==> config.mk <==
export PLATFORM = sky130hd
export DESIGN_NAME = zwc_back_flat
export DESIGN_NICKNAME = d
export VERILOG_FILES = /design/src/rtl/core/zwc_pkg.sv /design/src/rtl/core/zwc_result_if.sv /design/src/rtl/core/zwc_back.sv /design/src/flat_wrapper.sv
export SDC_FILE = /design/constraint.sdc
export NUM_CORES = 1
export LEC_CHECK = 0
export ABC_AREA = 1
export BUFFER_PORTS_ARGS = -buffer_cell sky130_fd_sc_hd__clkbuf_2
export CAP_MARGIN = 10
export CELL_PAD_IN_SITES_DETAIL_PLACEMENT = 1
export CELL_PAD_IN_SITES_GLOBAL_PLACEMENT = 2
export CORE_ASPECT_RATIO = 1.2
export CORE_UTILIZATION = 37
export CTS_CLUSTER_DIAMETER = 100
export DETAILED_ROUTE_END_ITERATION = 8
export PLACE_DENSITY_LB_ADDON = 0.1
export SYNTH_ARGS = -nofsm -noshare
export SYNTH_HDL_FRONTEND = slang
export SYNTH_SLANG_ARGS = --single-unit
==> constraint.sdc <==
create_clock -name clk -period 11.4 [get_ports clk]
set_clock_uncertainty 0.15 [all_clocks]
set_input_delay 1.14 -clock clk [delete_from_list [all_inputs] [get_ports clk]]
set_output_delay 1.14 -clock clk [all_outputs]
set_load 0.01 [all_outputs]
==> src/rtl/core/zwc_pkg.sv <==
// zwc_pkg: shared types, codes and helpers of the zlib wrapper checker
// no dependencies; used by every core module
`default_nettype none

package zwc_pkg;

  localparam logic [16:0] ADLER_MOD = 17'd65521;

  localparam logic [1:0] OP_CONTAINER = 2'd0;
  localparam logic [1:0] OP_OUTPUT    = 2'd1;
  localparam logic [1:0] OP_END       = 2'd2;

  localparam logic [1:0] ST_BUSY  = 2'd0;
  localparam logic [1:0] ST_DONE  = 2'd1;
  localparam logic [1:0] ST_ERROR = 2'd2;

  localparam logic [2:0] ERR_NONE     = 3'd0;
  localparam logic [2:0] ERR_HCHECK   = 3'd1;
  localparam logic [2:0] ERR_METHOD   = 3'd2;
  localparam logic [2:0] ERR_WINDOW   = 3'd3;
  localparam logic [2:0] ERR_DICT     = 3'd4;
  localparam logic [2:0] ERR_TRAILER  = 3'd5;
  localparam logic [2:0] ERR_TRAILING = 3'd6;
  localparam logic [2:0] ERR_DEFLATE  = 3'd7;

  localparam logic [3:0] METHOD_DEFLATE = 4'd8;

  typedef enum logic [2:0] {
    CMD_CONTAINER,
    CMD_DATA,
    CMD_END_OK,
    CMD_END_FAIL,
    CMD_NONE
  } cmd_kind_t;

  typedef struct packed {
    cmd_kind_t   kind;
    logic [7:0]  data_byte;
    logic        last_byte;
  } cmd_t;

  typedef struct packed {
    logic valid;
    cmd_t cmd;
  } q_port_t;

  // 2^5 = 1 mod 31, so folding 5-bit digits keeps the residue
  function automatic logic mod31_zero(input logic [15:0] v);
    logic [6:0] s1;
    logic [5:0] s2;
    s1 = {2'b00, v[4:0]} + {2'b00, v[9:5]} + {2'b00, v[14:10]} + {6'd0, v[15]};
    s2 = {1'b0, s1[4:0]} + {4'd0, s1[6:5]};
    return (s2 == 6'd0) || (s2 == 6'd31);
  endfunction

endpackage

`default_nettype wire

==> src/rtl/core/zwc_result_if.sv <==
// zwc_result_if: result channel of the checker, valid/ready plus result fields
// no dependencies
`default_nettype none

interface zwc_result_if;
  logic        valid;
  logic        ready;
  logic [1:0]  status;
  logic [2:0]  error_code;
  logic        in_compressed;
  logic [1:0]  comp_level;
  logic [3:0]  window_log;
  logic [31:0] running_checksum;

  modport source (output valid, status, error_code, in_compressed,
                  comp_level, window_log, running_checksum,
                  input ready);
  modport sink (input valid, status, error_code, in_compressed,
                comp_level, window_log, running_checksum,
                output ready);
endinterface

`default_nettype wire

==> src/rtl/core/zwc_back.sv <==
// zwc_back: container phase machine, adler-32 and the result register
// depends on zwc_pkg and zwc_result_if
`default_nettype none

module zwc_back (
  input  logic             clk,
  input  logic             rst,
  input  zwc_pkg::q_port_t head,
  output logic             pop,
  zwc_result_if.source     results
);

  typedef enum logic [2:0] {
    PH_HDR0, PH_HDR1, PH_DICTID, PH_DICT, PH_DATA, PH_TRAIL, PH_DONE, PH_ERR
  } phase_t;

  phase_t      phase, phase_next;
  logic [7:0]  first_header_byte, first_header_byte_next;
  logic [1:0]  byte_counter, byte_counter_next;
  logic [31:0] dictionary_id, dictionary_id_next;
  logic [15:0] sum_low, sum_low_next;
  logic [15:0] sum_high, sum_high_next;
  logic [31:0] trailer_shift, trailer_shift_next;
  logic [3:0]  window_code, window_code_next;
  logic [1:0]  level_code, level_code_next;
  logic [2:0]  error_latch, error_latch_next;

  logic [16:0] lo_add, hi_add;
  logic [15:0] lo_new, hi_new;
  logic [7:0]  b;
  logic        last;

  assign b    = head.cmd.data_byte;
  assign last = head.cmd.last_byte;
  assign pop  = head.valid && (!results.valid || results.ready);

  // adler-32 step, each sum stays below twice the modulus
  always_comb begin
    lo_add = {1'b0, sum_low} + {9'd0, b};
    lo_new = (lo_add >= zwc_pkg::ADLER_MOD) ? 16'(lo_add - zwc_pkg::ADLER_MOD)
                                            : lo_add[15:0];
    hi_add = {1'b0, sum_high} + {1'b0, lo_new};
    hi_new = (hi_add >= zwc_pkg::ADLER_MOD) ? 16'(hi_add - zwc_pkg::ADLER_MOD)
                                            : hi_add[15:0];
  end

  always_comb begin
    phase_next             = phase;
    first_header_byte_next = first_header_byte;
    byte_counter_next      = byte_counter;
    dictionary_id_next     = dictionary_id;
    sum_low_next           = sum_low;
    sum_high_next          = sum_high;
    trailer_shift_next     = trailer_shift;
    window_code_next       = window_code;
    level_code_next        = level_code;
    error_latch_next       = error_latch;
    if (pop && phase != PH_ERR) begin
      case (head.cmd.kind)
        zwc_pkg::CMD_CONTAINER: begin
          case (phase)
            PH_HDR0: begin
              first_header_byte_next = b;
              phase_next = PH_HDR1;
              if (last) begin
                phase_next = PH_ERR;
                error_latch_next = zwc_pkg::ERR_TRAILING;
              end
            end
            PH_HDR1: begin
              if (!zwc_pkg::mod31_zero({first_header_byte, b})) begin
                phase_next = PH_ERR;
                error_latch_next = zwc_pkg::ERR_HCHECK;
              end else if (first_header_byte[3:0] != zwc_pkg::METHOD_DEFLATE) begin
                phase_next = PH_ERR;
                error_latch_next = zwc_pkg::ERR_METHOD;
              end else if (first_header_byte[7]) begin
                phase_next = PH_ERR;
                error_latch_next = zwc_pkg::ERR_WINDOW;
              end else begin
                window_code_next  = first_header_byte[7:4];
                level_code_next   = b[7:6];
                sum_low_next      = 16'd1;
                sum_high_next     = 16'd0;
                byte_counter_next = 2'd0;
                if (b[5]) begin
                  phase_next = PH_DICTID;
                  dictionary_id_next = 32'd0;
                end else begin
                  phase_next = PH_DATA;
                end
                if (last) begin
                  phase_next = PH_ERR;
                  error_latch_next = zwc_pkg::ERR_TRAILING;
                end
              end
            end
            PH_DICTID: begin
              dictionary_id_next = {dictionary_id[23:0], b};
              if (byte_counter == 2'd3) begin
                byte_counter_next = 2'd0;
                phase_next = ({dictionary_id[23:0], b} == {sum_high, sum_low})
                             ? PH_DATA : PH_DICT;
              end else begin
                byte_counter_next = byte_counter + 2'd1;
              end
              if (last) begin
                phase_next = PH_ERR;
                error_latch_next = zwc_pkg::ERR_TRAILING;
              end
            end
            PH_DICT: begin
              sum_low_next  = lo_new;
              sum_high_next = hi_new;
              if ({hi_new, lo_new} == dictionary_id) begin
                sum_low_next  = 16'd1;
                sum_high_next = 16'd0;
                phase_next    = PH_DATA;
                if (last) begin
                  phase_next = PH_ERR;
                  error_latch_next = zwc_pkg::ERR_TRAILING;
                end
              end else if (last) begin
                phase_next = PH_ERR;
                error_latch_next = zwc_pkg::ERR_DICT;
              end
            end
            PH_DATA: begin
              if (last) begin
                phase_next = PH_ERR;
                error_latch_next = zwc_pkg::ERR_TRAILING;
              end
            end
            PH_TRAIL: begin
              trailer_shift_next = {trailer_shift[23:0], b};
              if (byte_counter == 2'd3) begin
                byte_counter_next = 2'd0;
                if ({trailer_shift[23:0], b} != {sum_high, sum_low}) begin
                  phase_next = PH_ERR;
                  error_latch_next = zwc_pkg::ERR_TRAILER;
                end else if (last) begin
                  phase_next = PH_DONE;
                end else begin
                  phase_next = PH_ERR;
                  error_latch_next = zwc_pkg::ERR_TRAILING;
                end
              end else begin
                byte_counter_next = byte_counter + 2'd1;
                if (last) begin
                  phase_next = PH_ERR;
                  error_latch_next = zwc_pkg::ERR_TRAILING;
                end
              end
            end
            PH_DONE: begin
              phase_next = PH_ERR;
              error_latch_next = zwc_pkg::ERR_TRAILING;
            end
            default: ;
          endcase
        end
        zwc_pkg::CMD_DATA: begin
          if (phase == PH_DATA) begin
            sum_low_next  = lo_new;
            sum_high_next = hi_new;
          end
        end
        zwc_pkg::CMD_END_OK: begin
          if (phase == PH_DATA) begin
            phase_next         = PH_TRAIL;
            byte_counter_next  = 2'd0;
            trailer_shift_next = 32'd0;
          end
        end
        zwc_pkg::CMD_END_FAIL: begin
          if (phase == PH_DATA) begin
            phase_next = PH_ERR;
            error_latch_next = zwc_pkg::ERR_DEFLATE;
          end
        end
        default: ;
      endcase
    end
  end

  always_ff @(posedge clk) begin
    if (rst) begin
      phase             <= PH_HDR0;
      first_header_byte <= 8'd0;
      byte_counter      <= 2'd0;
      dictionary_id     <= 32'd0;
      sum_low           <= 16'd1;
      sum_high          <= 16'd0;
      trailer_shift     <= 32'd0;
      window_code       <= 4'd0;
      level_code        <= 2'd0;
      error_latch       <= zwc_pkg::ERR_NONE;
      results.valid     <= 1'b0;
    end else begin
      phase             <= phase_next;
      first_header_byte <= first_header_byte_next;
      byte_counter      <= byte_counter_next;
      dictionary_id     <= dictionary_id_next;
      sum_low           <= sum_low_next;
      sum_high          <= sum_high_next;
      trailer_shift     <= trailer_shift_next;
      window_code       <= window_code_next;
      level_code        <= level_code_next;
      error_latch       <= error_latch_next;
      if (pop) begin
        results.valid <= 1'b1;
      end else if (results.ready) begin
        results.valid <= 1'b0;
      end
    end
    if (pop) begin
      results.status <= (phase_next == PH_ERR) ? zwc_pkg::ST_ERROR :
                        (phase_next == PH_DONE) ? zwc_pkg::ST_DONE : zwc_pkg::ST_BUSY;
      results.error_code        <= error_latch_next;
      results.in_compressed     <= (phase_next == PH_DATA);
      results.comp_level        <= level_code_next;
      results.window_log        <= window_code_next + 4'd8;
      results.running_checksum  <= {sum_high_next, sum_low_next};
    end
  end

`ifndef SYNTHESIS
  a_err_sticky: assert property (@(posedge clk) disable iff (rst)
    phase == PH_ERR |=> phase == PH_ERR)
    else $error("error phase left");
  a_err_code: assert property (@(posedge clk) disable iff (rst)
    (phase == PH_ERR) == (error_latch != zwc_pkg::ERR_NONE))
    else $error("error code and phase disagree");
  a_sum_range: assert property (@(posedge clk) disable iff (rst)
    sum_low < zwc_pkg::ADLER_MOD[15:0] && sum_high < zwc_pkg::ADLER_MOD[15:0])
    else $error("adler sum out of range");
  a_pop_head: assert property (@(posedge clk) disable iff (rst)
    pop |-> head.valid)
    else $error("pop from empty queue");
  a_idle_hold: assert property (@(posedge clk) disable iff (rst)
    !pop |=> phase == $past(phase) && sum_low == $past(sum_low))
    else $error("state moved without a transaction");
`endif

endmodule

`default_nettype wire

==> src/flat_wrapper.sv <==
// flat-port wrapper written by rule: the top's interface ports become plain ports
module zwc_back_flat 
  (clk, rst, head, pop, results_valid, results_status, results_error_code, results_in_compressed, results_comp_level, results_window_log, results_running_checksum, results_ready);
  zwc_result_if results_i ();
  input  logic clk;
  input  logic rst;
  input  zwc_pkg::q_port_t head;
  output logic pop;
  output wire logic [$bits(results_i.valid)-1:0] results_valid;
  output wire logic [$bits(results_i.status)-1:0] results_status;
  output wire logic [$bits(results_i.error_code)-1:0] results_error_code;
  output wire logic [$bits(results_i.in_compressed)-1:0] results_in_compressed;
  output wire logic [$bits(results_i.comp_level)-1:0] results_comp_level;
  output wire logic [$bits(results_i.window_log)-1:0] results_window_log;
  output wire logic [$bits(results_i.running_checksum)-1:0] results_running_checksum;
  input wire logic [$bits(results_i.ready)-1:0] results_ready;
  assign results_valid = results_i.valid;
  assign results_status = results_i.status;
  assign results_error_code = results_i.error_code;
  assign results_in_compressed = results_i.in_compressed;
  assign results_comp_level = results_i.comp_level;
  assign results_window_log = results_i.window_log;
  assign results_running_checksum = results_i.running_checksum;
  assign results_i.ready = results_ready;
  zwc_back u_core (.clk(clk), .rst(rst), .head(head), .pop(pop), .results(results_i));
endmodule
**After elaboration in Yosys (flattened, before gate mapping)**

Index checks and enable logic that the tools add are counted.

- Register bits: 155
- Bits in latches: 0
- Memory bits (writable): 0
- Memory bits (read-only): 0
- Input port bits: 16
- Memories: 0

- $add $sub $neg: 10
- Multiply operators: 0
- Div/mod/pow operators: 0
- Magnitude comparators: 2
- Equality and inequality tests: 29
- Shifts and indexed selects: 0
- Multiplexer cells: 81
- Bitwise logic cells: 0
- Reduce and logical (&&, ||, !) cells: 17

Operators by type and width:

| operator | count |
|---|---|
| $mux 16 | 14 |
| $mux 32 | 4 |
| $pmux 16 s2 | 4 |
| $mux 3 | 27 |
| $eq 32x32->1 | 2 |
| $pmux 32 s2 | 1 |
| $mux 24 | 2 |
| $pmux 24 s2 | 1 |
| $ge 17x16->1 const B | 2 |
| $ne 32x32->1 | 1 |
| $sub 16x16->16 const B | 2 |
| $mux 2 | 12 |
| $mux 4 | 6 |
| $pmux 3 s7 | 1 |
| $eq 3x3->1 const B | 6 |
| $add 16x16->17 | 1 |
| $add 16x8->17 | 1 |
| $pmux 3 s5 | 1 |
| $reduce_and 7->1 | 2 |
| $eq 3x2->1 const B | 4 |
| $ne 3x3->1 const B | 4 |
| $pmux 3 s3 | 1 |
| $pmux 2 s2 | 2 |
| $add 7x1->7 | 1 |
| 24 further kinds | 37 |

**Depth between registers and ports, before layout**

Gate-level depths: netlist of run 1.

- Depth in word-level cells: 13
- Depth in mapped cells: 52
- Depth with buffers taken out: 50

**Worst setup path before layout of run 1**

OpenSTA, ideal clock, no wires.

- Kind: input port to flip-flop
- Start point: input port head[1] (netlist name)
- End point: register u_core.results.running_checksum[10] (netlist name), data pin
- Data arrival time: 6106 ps
- Slack: 4888 ps
- Cell stages on the path: 42
- Buffers on the path: 3
- Cell sequence: ha_1 > inv_1 > fa_1 > nand2_1 > nor2_1 > nand3_1 > nand2_1 > nor2_1 > nand3_1 > nor2_2 > nand3_4 > nand3_4 > buf_8 > nand2_2 > nand2_2 > ha_1 > fa_1 > or2_2 > (+6 left out) > nand3_2 > nand3_4 > buf_6 > nand2_1 > nand2_1 > nand2_1 > nand2_1 > nor2_1 > nand3_1 > nor2_4 > nand2_4 > buf_6 > nand3_1 > nand3_1 > nand2_1 > nand2_1 > o21ai_1 > inv_1

- Longest elaborated chain between the ends: 11
- Elaborated cells on any way between the ends: 22

RTL lines:

| what | line | text |
|---|---|---|
| start: declaration | flat_wrapper.sv:7 | `input zwc_pkg::q_port_t head;` |
| $add 16x8->17 | zwc_back.sv:39 | `lo_add = {1'b0, sum_low} + {9'd0, b};` |
| $sub 16x16->16 or $ge 17x16->1 (tied branches) | zwc_back.sv:40 | `lo_new = (lo_add >= zwc_pkg::ADLER_MOD) ? 16'(lo_add - zwc_pkg::ADLER_MOD)` |
| $mux 16 | zwc_back.sv:40 |  |
| $add 16x16->17 | zwc_back.sv:42 | `hi_add = {1'b0, sum_high} + {1'b0, lo_new};` |
| $sub 16x16->16 or $ge 17x16->1 (tied branches) | zwc_back.sv:43 | `hi_new = (hi_add >= zwc_pkg::ADLER_MOD) ? 16'(hi_add - zwc_pkg::ADLER_MOD)` |
| $mux 16 | zwc_back.sv:43 |  |
| $eq 32x32->1 | zwc_back.sv:115 | `if ({hi_new, lo_new} == dictionary_id) begin` |
| $mux 16 | zwc_back.sv:115 |  |
| $pmux 16 s2 | zwc_back.sv:61 | `case (phase)` |
| $pmux 16 s2 * | zwc_back.sv:59 | `case (head.cmd.kind)` |
| $mux 16 * | zwc_back.sv:58 | `if (pop && phase != PH_ERR) begin` |
| named net u_core.sum_low_next[10] | zwc_back.sv:21 | `logic [15:0] sum_low, sum_low_next;` |
| end signal: assignment | zwc_back.sv:223 | `results.running_checksum <= {sum_high_next, sum_low_next};` |
| end: declaration | zwc_result_if.sv:16 | `comp_level, window_log, running_checksum,` |

The timed path passes the listed nets; every way through them passes the cells marked *.
A chain may end at the register's enable or synchronous reset.

**Worst setup path in the final report of run 1**

- Start point: input port head[1] (netlist name)
- End point: register u_core.results.running_checksum[16] (netlist name), data pin

- Longest elaborated chain between the ends: 11
- Elaborated cells on any way between the ends: 22

RTL lines:

| what | line | text |
|---|---|---|
| $add 16x8->17 | zwc_back.sv:39 |  |
| $sub 16x16->16 or $ge 17x16->1 (tied branches) | zwc_back.sv:40 |  |
| $mux 16 | zwc_back.sv:40 |  |
| $add 16x16->17 | zwc_back.sv:42 |  |
| $sub 16x16->16 or $ge 17x16->1 (tied branches) | zwc_back.sv:43 |  |
| $mux 16 | zwc_back.sv:43 |  |
| $eq 32x32->1 | zwc_back.sv:115 |  |
| $mux 16 | zwc_back.sv:115 |  |
| $pmux 16 s2 | zwc_back.sv:61 |  |
| $pmux 16 s2 * | zwc_back.sv:59 |  |
| $mux 16 * | zwc_back.sv:58 |  |
| named net u_core.sum_high_next[0] | zwc_back.sv:22 | `logic [15:0] sum_high, sum_high_next;` |

Marked as above.

==> results.yml, run 1 <==
status:
  status: "complete, no violations"
cells_and_area:
  synthToLayoutAreaGrowth_pct: 10.3
  drive_gt1_frac: 0.0990
  fill_cells: 4440
  antenna_cells: 0
  layout.nets: 2061
global_routing:
  grt_pass1_wl_um: 80100
  first_global_vias: 13600
  grt.busiest_layer: "met2"
  antenna_found_initial: 0
  met1_usage: 0.370
  grtUsageMet3: 0.0326
  grt_max_degree: 80
  grt_usage: 0.309
  met2_usage: 0.566
  overflow: 0
clock_network:
  clock_sinks: 155
  postCtsSetupRepairBufs: 0
  cts_tree: "done"
  ctsResizeCount: 0
  clk_pin_slew_ps: 80
  clock_path_buffers: 2
  cts_buffers: 17
  clock-root-buffer: "clkbuf_16"
  cts_max_level: 4
  clock_latency_ps: 470
  cts_hold_buf: 0
timing:
  finalHoldViolations: 0
  tightest_slew_ps: 1090
  setup_ws_ps: 3540
  fin_crit_ps: 7860
  fin_setup_tns_ps: 0
  rsz0062_at_grt: "false"
  slew_headroom: 0.269
  fin_crit_sh: 0.690
  finalSetupViolCount: 0
  max_freq_mhz: 127
  finalMaxSlewViolations: 0
worst_hold_path:
  hold_path.class: "reg2reg"
  hold_end: "u_core.byte_counter[1]"
  hold_start: "u_core.byte_counter[1]"
  holdPathStages: 2
routing:
  first_iter_violations: 757
  vias_per_cell: 5.41
  drt_wl_total_um: 51500
  vias: 13300
  first_pass_iters: 6
  ant_nets: 0
  drc: 0
  wl_per_cell_um: 21.0
floorplanning:
  start_util: 0.375
  rows: 73
  die_w_um: 169
  die-area_sq_um: 34200
  die_y_um: 202
  core-area_sq_um: 33100
  io_pins: 62
logic_synthesis:
  syn_area_sq_um: 12400
  synth_most_common_cell: "nand2_1"
  ys.flop_type: "dfxtp_1"
  ys_seq_area_frac: 0.286
  syn_nets: 2042
  synthTopCellsByCount: "598 x nand2_1, 245 x inv_1, 216 x nand3_1"
  synth_edf_count: 44
  synth_area_leaders: "nand2_1 18%, dfxtp_1 18%, edfxtp_1 11%, nand3_1 8.7%, a21oi_1 7.9%"
  synth_cells: 1978
  synth_warnings: 0
  synth-seq-cells: 155
  yosysTopAreaCell: "nand2_1"
  synth_cell_types: 52
  synth_top_area_frac: 0.181
  syn-mean-instance-area_sq_um: 6.26
  synth-async-reset-ratio: 0
worst_setup_path:
  cpPeakStageDelay_ps: 440
  r2r_slack_ps: 4000
  worst-path-max-fanout: 34
  r2r_cells: 44
  critPathKind: "in2reg"
  r2r-start: "u_core.sum_low[0]"
  crit_slowest_cell: "ha_1"
  cp.buffers_inverters: 6
  critical_path.most_common_cell: "nand2_1"
  arrival_ps: 7920
  r2r_end: "u_core.results.running_checksum[16]"
  cp-end-kind: "flip-flop"
  cp-start-kind: "input port"
  crit_family: "simple AND/OR/NAND/NOR gates"
  cp.required_ps: 11460
power:
  ir_worst_vdd_mv: 0.103
  powerDensity_nw_per_um2: 115
  p_leak_nw: 6.18
place:
  gp_congestion: 0.896
  numPortBuffers: 61
  dp_slack_ps: 3100
  dp_hpwl_um: 38800
flow_run:
  cap_violations: 0
-- worst max path at each step --
stage               cells after the start    start                             endpoint
global route                           44  head[1]         u_core.results.in_compressed
detailed placement                     45  head[1]  u_core.results.running_checksum[16]
CTS                                    45  head[1]  u_core.results.running_checksum[16]
finish                                 45  head[1]  u_core.results.running_checksum[16]
floorplan                              42  head[1]  u_core.results.running_checksum[10]
global placement                       46  head[1]  u_core.results.running_checksum[16]
-- kinds of logic after synthesis --
group                      Yosys count  share of synthesized area
and+or+nand+nor                   1089                      0.385
buffers and inverters              338                      0.108
AOI/OAI and AO/OA                  295                      0.130
DFF                                155                      0.286
xor gates and xnor gates            53                     0.0381
adders and majority gates           48                     0.0521
-- stage by stage --
step | area, sq um | std cells | power, mW | hold slack [ps] | util
after floorplan | 12400 | 1978 | 0.844 | 272 | -
after global placement | 13000 | 2428 | 0.957 | 282 | 0.394
after detailed placement | 13000 | 2428 | 0.962 | 296 | 0.394
after CTS | 13700 | 2460 | 1.59 | 308 | 0.413
after global routing | 13700 | 2460 | 1.64 | 329 | 0.413
final | 13700 | 2460 | 1.58 | 305 | 0.413
-- cell type report --
type / count / area (sq um) / area share
Multi-Input combinational cell: 1485 / 7530 / 0.551
Sequential cell: 155 / 3540 / 0.259
Inverter: 261 / 980 / 0.0717
Tap cell: 450 / 563 / 0.0412
Timing Repair Buffer: 77 / 428 / 0.0313
Clock buffer: 17 / 425 / 0.0311
Clock inverter: 15 / 200 / 0.0146
-- power breakdown --
group,switching [mW],leakage (nW),internal [mW]
registers,0.0183,1.34,0.585
clock network,0.291,0.303,0.336
logic,0.245,4.54,0.101
-- tightest hold or removal path, cell delays in order, from the launching register on --
cell,delay [ps]
dfxtp_1,320
inv_1,50
a21oi_1,50
-- routing by layer --
metal  up-vias  part of all wire
li1       6438                 -
met1      6510              0.42
met2       281              0.52
met3        78             0.030
met4         0             0.030
met5         -                 0
-- state kept, by name, indices dropped and copies added, names as in the netlist, 4 cells and up --
register                         count
u_core.first_header_byte             8
u_core.window_code                   4
u_core.trailer_shift                24
u_core.results.window_log            4
u_core.results.running_checksum     32
u_core.sum_low                      16
u_core.dictionary_id                32
u_core.sum_high                     16
-- layout by cell type (no fill, tap or decap), types with 17 or more instances in the layout --
cell	n
nand2_1	598
inv_1	244
edfxtp_1	44
nand4_1	28
nor2_1	143
o21ai_0	42
nand2_2	21
nand3_1	215
xor2_1	30
ha_1	42
clkbuf_16	17
a21oi_1	194
buf_4	17
clkbuf_2	60
xnor2_1	22
dfxtp_1	111
nor3_1	22
Power figures use the tool's default switching activity.
==> run 2: changes to the inputs <==
--- a/config.mk
+++ b/config.mk
@@ -5,13 +5,13 @@
 export SDC_FILE = /design/constraint.sdc
 export NUM_CORES = 1
 export LEC_CHECK = 0
-export ABC_AREA = 1
+export ABC_AREA = 0
 export BUFFER_PORTS_ARGS = -buffer_cell sky130_fd_sc_hd__clkbuf_2
 export CAP_MARGIN = 10
 export CELL_PAD_IN_SITES_DETAIL_PLACEMENT = 1
 export CELL_PAD_IN_SITES_GLOBAL_PLACEMENT = 2
 export CORE_ASPECT_RATIO = 1.2
-export CORE_UTILIZATION = 37
+export CORE_UTILIZATION = 34
 export CTS_CLUSTER_DIAMETER = 100
 export DETAILED_ROUTE_END_ITERATION = 8
 export PLACE_DENSITY_LB_ADDON = 0.1
==> constraint.sdc (replaced) <==
create_clock -name clk -period 6.45 [get_ports clk]
set_clock_uncertainty 0.15 [all_clocks]
set_input_delay 0.645 -clock clk [delete_from_list [all_inputs] [get_ports clk]]
set_output_delay 0.645 -clock clk [all_outputs]
set_load 0.01 [all_outputs]
==> run 2 against run 1 <==
The run now ends with setup timing left. Synthesized cell count down 30%. Core utilization up 9.5 points. Critical path type is now reg2reg. Cell count down 7.7%. Sequential share of layout area down 4.9 points. Worst hold slack worse by 41 ps.
==> results.yml, run 2 <==
worst_setup_path:
  crit_family: "simple AND/OR/NAND/NOR gates"
  path_depth: 32
  r2r_cells: 32
  worst-path-max-fanout: 6
  cp-end-kind: "flip-flop"
  cpPeakStageDelay_ps: 440
  r2r_slack_ps: -540
  r2r_end: "u_core.results.running_checksum[30]"
  cp.required_ps: 6510
  arrival_ps: 7060
  critPathKind: "reg2reg"
  crit_slowest_cell: "or3_4"
  critical_path.most_common_cell: "buf_4"
  cp-start-kind: "flip-flop"
  r2r-start: "u_core.sum_low[4]"
  cp.buffers_inverters: 12
cells_and_area:
  layout.nets: 1871
  reg_top3: "u_core.dictionary_id: 32 flops, u_core.results.running_checksum: 32 flops, u_core.trailer_shift: 24 flops"
  synthToLayoutAreaGrowth_pct: 47.4
  drive_gt1_frac: 0.385
  final_cell_mix: "393 x buf_4, 151 x nand2_1, 130 x nor2_1"
  layout_commonest_cell: "buf_4"
  fill_cells: 3987
  antenna_cells: 0
logic_synthesis:
  syn_nets: 1457
  ys_seq_area_frac: 0.310
  synth_area_leaders: "dfxtp_1 19%, edfxtp_1 12%, nand2_1 5.2%, xnor2_1 5.1%, ha_1 4.6%"
  synth_edf_count: 44
  synth_cell_types: 98
  yosys-mux-area-fraction: 0.0201
  syn-mean-instance-area_sq_um: 8.21
  syn_area_sq_um: 11400
  synth_warnings: 0
  synth-seq-cells: 155
  synth_cells: 1393
  synth_most_common_cell: "nand2_1"
  synth_top_area_frac: 0.194
  synthAdderAreaFrac: 0.0565
  synth-xor-area-share: 0.0960
  synth-async-reset-ratio: 0
  synth_top_family_by_area: "compound AO/OA/AOI/OAI gates"
  ys.flop_type: "dfxtp_1"
  synthTopCellsByCount: "157 x nand2_1, 138 x nor2_1, 111 x dfxtp_1"
  synth_compound_area_frac: 0.242
  yosysTopAreaCell: "dfxtp_1"
  synth-simple-area-share: 0.230
status:
  status: "finished, violations left"
  violations: "setup timing"
clock_network:
  clock_latency_ps: 460
  clock_path_buffers: 2
  clk_pin_slew_ps: 70
  clock_sinks: 155
  cts_buffers: 17
  cts_max_level: 4
  cts_hold_buf: 0
  cts_tree: "done"
  clock-root-buffer: "clkbuf_16"
floorplanning:
  start_util: 0.345
  core-area_sq_um: 33200
  die_w_um: 169
  rows: 73
  io_pins: 62
  die_y_um: 203
  die-area_sq_um: 34400
routing:
  wl_per_cell_um: 23.8
  first_iter_violations: 570
  drc: 0
  drt_wl_total_um: 54000
  vias_per_cell: 5.59
  vias: 12700
  ant_nets: 0
  first_pass_iters: 5
worst_hold_path:
  hold_start: "head[12]"
  hold_path.class: "in2reg"
  hold_end: "u_core.results.valid"
  holdPathStages: 3
timing:
  fin_crit_ps: 6990
  whs_ps: 264
  rsz0062_at_grt: "true"
  setup_ws_ps: -542
  slew_headroom: 0.253
  fin_setup_tns_ps: -26460
  fin_crit_sh: 1.08
  finalHoldViolations: 0
  finalMaxSlewViolations: 0
  max_freq_mhz: 143
  finalSetupViolCount: 72
  tightest_slew_ps: 1120
global_routing:
  antenna_found_initial: 0
  overflow: 0
  grt_usage: 0.314
  grt_pass1_wl_um: 80500
  grt_max_degree: 87
  first_global_vias: 13300
power:
  p_leak_nw: 6.92
  powerDensity_nw_per_um2: 149
  ir_worst_vdd_mv: 0.173
  power.total_mw: 2.51
place:
  dp_hpwl_um: 41300
  numPortBuffers: 61
  gp_congestion: 0.930
flow_run:
  cap_violations: 0
[run 2: changes by cell type after synthesis, moves of 20 or more]
| cell | delta |
|---|---|
| nand2_1 | -441 |
| inv_1 | -201 |
| nand3_1 | -155 |
| a21oi_1 | -108 |
| xnor2_1 | +45 |
| a22oi_1 | +30 |
| o31ai_1 | +22 |
| nand2_2 | -20 |
[run 2: power breakdown]
| part | switching [mW] | leakage [nW] | internal, mW | total, mW |
|---|---|---|---|---|
| Clock | 0.463 | 0.261 | 0.539 | 1.00 |
| Sequential | 0.0110 | 1.33 | 1.02 | 1.03 |
| Combinational | 0.269 | 5.33 | 0.215 | 0.484 |
| Total | 0.743 | 6.92 | 1.77 | 2.51 |
[run 2: routing by layer]
layer / vias to the layer above / global-route usage / share of wire
li1: 5941 / - / -
met1: 6322 / 0.358 / 0.40
met2: 304 / 0.551 / 0.50
met3: 126 / 0.0435 / 0.032
met4: 0 / 0.197 / 0.067
met5: - / 0 / 0
[run 2: logic make-up after synthesis]
group,count (synthesis)
and+or+nand+nor,535
adders and majority gates,48
AOI/OAI and AO/OA,390
xor gates and xnor gates,118
DFF,155
muxes,22
buffers and inverters,125
[run 2: through the flow]
stage,setup slack (ps),util,instances,area [sq um]
2_1_floorplan,-368,-,1393,11700
3_3_place_gp,-1490,0.449,2170,14900
3_5_place_dp,-1520,0.449,2170,14900
4_1_cts,-402,0.494,2243,16400
5_1_grt,-799,0.508,2270,16900
6_report,-542,0.508,2270,16900
[run 2: how the worst max path moves through the flow]
stage,slack [ps],to,startpoint
global route,-800,u_core.results.running_checksum[19],u_core.sum_low[4]
floorplan,-370,u_core.results.running_checksum[4],head[1]
finish,-540,u_core.results.running_checksum[30],u_core.sum_low[4]
global placement,-1490,u_core.results.status[1],head[1]
detailed placement,-1520,u_core.results.running_checksum[22],head[1]
CTS,-400,u_core.sum_high[13],u_core.sum_low[0]
[run 2: layout make-up]
class / instances / area (sq um) / share of cell area
clock inverters: 14 / 138 / 0.00817
inverters: 45 / 169 / 0.0100
multi-input cells: 1113 / 8440 / 0.501
well taps: 450 / 563 / 0.0334
repair buffers: 475 / 3560 / 0.212
clock buffers: 18 / 429 / 0.0255
flip-flops and latches: 155 / 3550 / 0.211
[run 2: worst min-delay path, cell delays in order]
cell	delay [ps]
clkbuf_2	90
inv_1	40
a21oi_1	50
[run 2: timing repair]
item	4_1_cts	5_1_grt
setup endpoints to repair	72	72
gates cloned	1	1
buffers inserted	40	27
hold endpoints to repair	0	0
pin swaps	35	17
gates resized for setup	115	54
==> run 3: changes to the inputs <==
--- a/config.mk
+++ b/config.mk
@@ -7,7 +7,6 @@
 export LEC_CHECK = 0
 export ABC_AREA = 0
 export BUFFER_PORTS_ARGS = -buffer_cell sky130_fd_sc_hd__clkbuf_2
-export CAP_MARGIN = 10
 export CELL_PAD_IN_SITES_DETAIL_PLACEMENT = 1
 export CELL_PAD_IN_SITES_GLOBAL_PLACEMENT = 2
 export CORE_ASPECT_RATIO = 1.2
@@ -15,6 +14,7 @@
 export CTS_CLUSTER_DIAMETER = 100
 export DETAILED_ROUTE_END_ITERATION = 8
 export PLACE_DENSITY_LB_ADDON = 0.1
+export SETUP_SLACK_MARGIN = 0.02
 export SYNTH_ARGS = -nofsm -noshare
 export SYNTH_HDL_FRONTEND = slang
 export SYNTH_SLANG_ARGS = --single-unit
==> run 3 against run 2 <==
The flow still finishes with violations (setup timing). Sequential cell count is the same. Register-to-register slack gained 160 ps. Core utilization fell by 0.29 points. Total power is 1.5% higher. Routed wire length fell by 2.8%. Via count is 0.94% lower. Largest cell class unchanged. Highest routed layer unchanged.
==> results.yml, run 3 (synthesized netlist as in run 2, its figures left out) <==
routing:
  first_iter_violations: 690
  drt_wl_total_um: 52500
  first_pass_iters: 5
  wl_per_cell_um: 23.3
  drc: 0
  ant_nets: 0
  vias: 12600
  vias_per_cell: 5.58
floorplanning:
  io_pins: 62
  rows: 73
  core-area_sq_um: 33200
  start_util: 0.345
  die_w_um: 169
  die-area_sq_um: 34400
  die_y_um: 203
global_routing:
  grt_max_degree: 79
  antenna_found_initial: 0
  grt_pass1_wl_um: 79400
  overflow: 0
  met1_usage: 0.361
  grtUsageMet3: 0.0392
  grt.busiest_layer: "met2"
  grt_usage: 0.309
  first_global_vias: 13000
  met2_usage: 0.545
cells_and_area:
  drive_gt1_frac: 0.382
  fin_area_sq_um: 16800
  final_cell_mix: "379 x buf_4, 150 x nand2_1, 129 x nor2_1"
  final_cells: 2252
  reg_top3: "u_core.dictionary_id: 32 flops, u_core.results.running_checksum: 32 flops, u_core.trailer_shift: 24 flops"
  layout_commonest_cell: "buf_4"
  antenna_cells: 0
  layout.nets: 1853
  final_util: 0.505
  synthToLayoutAreaGrowth_pct: 46.6
clock_network:
  clk_pin_slew_ps: 80
  clock-root-buffer: "clkbuf_16"
  cts_buffers: 17
  clock_latency_ps: 470
  clock_sinks: 155
  cts_max_level: 4
  cts_tree: "done"
  clock_path_buffers: 2
  cts_hold_buf: 0
status:
  violations: "setup timing"
  status: "finished, violations left"
worst_setup_path:
  r2r_slack_ps: -380
  arrival_ps: 6900
  r2r_end: "u_core.results.running_checksum[29]"
  r2r_cells: 27
  critPathKind: "reg2reg"
  r2r-start: "u_core.sum_low[0]"
  worst-path-max-fanout: 18
  cp-start-kind: "flip-flop"
  cp.required_ps: 6520
  cp-end-kind: "flip-flop"
place:
  gp_congestion: 0.946
  placed_area_sq_um: 14900
  dp_hpwl_um: 41400
  numPortBuffers: 61
  dp_cells: 2176
  dp_slack_ps: -1450
timing:
  setup_ws_ps: -379
  finalSetupViolCount: 72
  max_freq_mhz: 146
  whs_ps: 266
  finalHoldViolations: 0
  slew_headroom: 0.248
  fin_crit_sh: 1.06
  tightest_slew_ps: 1130
  finalMaxSlewViolations: 0
  fin_crit_ps: 6830
  rsz0062_at_grt: "true"
power:
  p_leak_nw: 6.85
  ir_worst_vdd_mv: 0.193
  powerDensity_nw_per_um2: 152
worst_hold_path:
  hold_end: "u_core.results.valid"
  hold_path.class: "in2reg"
  holdPathStages: 3
  hold_start: "head[12]"
flow_run:
  cap_violations: 0
## run 3: cell types whose count changed in the layout (fill, tap and decap cells not counted), moves of 3 or more
cell        previous run  this run
buf_4                393       379
clkinv_8               0         6
clkinvlp_4             5         0
nand2_4                0         4
o21ai_1               30        34
o31ai_1               18        22
a211oi_2               1         4
a21oi_4                9         6
inv_8                  2         5
nand2_2                7         4
o21ai_2                6         3
o31ai_2               10         7
xor2_2                 5         2
## run 3: timing repair
item	CTS	global route
gates resized for setup	133	44
pin swaps	57	8
endpoints found under the setup margin	72	72
setup buffers	34	12
## run 3: area by class of cell
type	count	area [sq um]
clock buffer	17	425
inverter	45	169
timing repair buffer	457	3390
multi-input combinational	1113	8470
fill	3917	16400
clock inverter	15	189
sequential	155	3550
tap	450	563
## run 3: how the worst max path moves through the flow
stage                                 start                                   to  slack, ps
after floorplan                     head[1]   u_core.results.running_checksum[4]       -370
after global placement              head[1]  u_core.results.running_checksum[17]      -1390
after detailed placement            head[1]  u_core.results.running_checksum[16]      -1450
after CTS                 u_core.sum_low[0]             u_core.results.status[1]       -310
after global routing      u_core.sum_low[0]   u_core.results.running_checksum[0]       -610
final                     u_core.sum_low[0]  u_core.results.running_checksum[29]       -380
## run 3: worst max-delay path, stage by stage (launching register included)
cell,delay (ps)
dfxtp_4,390
ha_4,140
inv_2,30
fa_2,330
nand2b_4,170
a211oi_4,340
nor2_4,80
and3_4,160
or3_4,410
a31oi_4,240
buf_12,170
mux2i_4,270
ha_1,280
buf_4,160
a211oi_4,300
nor2_2,100
or2_2,310
and2_1,160
or3_4,410
or3_4,380
o21ai_4,260
o22ai_2,130
nor4bb_2,300
o2111a_2,350
nand4_4,140
nand3_4,130
buf_12,170
o21ai_1,90
## run 3: where the power goes
group | internal (mW) | leakage [nW] | switching, mW
logic | 0.219 | 5.21 | 0.265
registers | 1.02 | 1.33 | 0.0109
clock network | 0.528 | 0.299 | 0.514
total | 1.76 | 6.85 | 0.790
## run 3: through the flow
step / TNS [ps] / total power, mW
after global placement: -94410 / 1.47
after CTS: -16970 / 2.56
final: -21880 / 2.55
after floorplan: -19780 / 1.27
after detailed placement: -97230 / 1.47
after global routing: -38750 / 2.65
## run 3: routing by layer
| metal | vias up | routed length (um) |
|---|---|---|
| met2 | 277 | 26500 |
| met3 | 106 | 1550 |
| met5 | - | 0 |
| met1 | 6273 | 21500 |
| li1 | 5918 | - |
| met4 | 0 | 2980 |
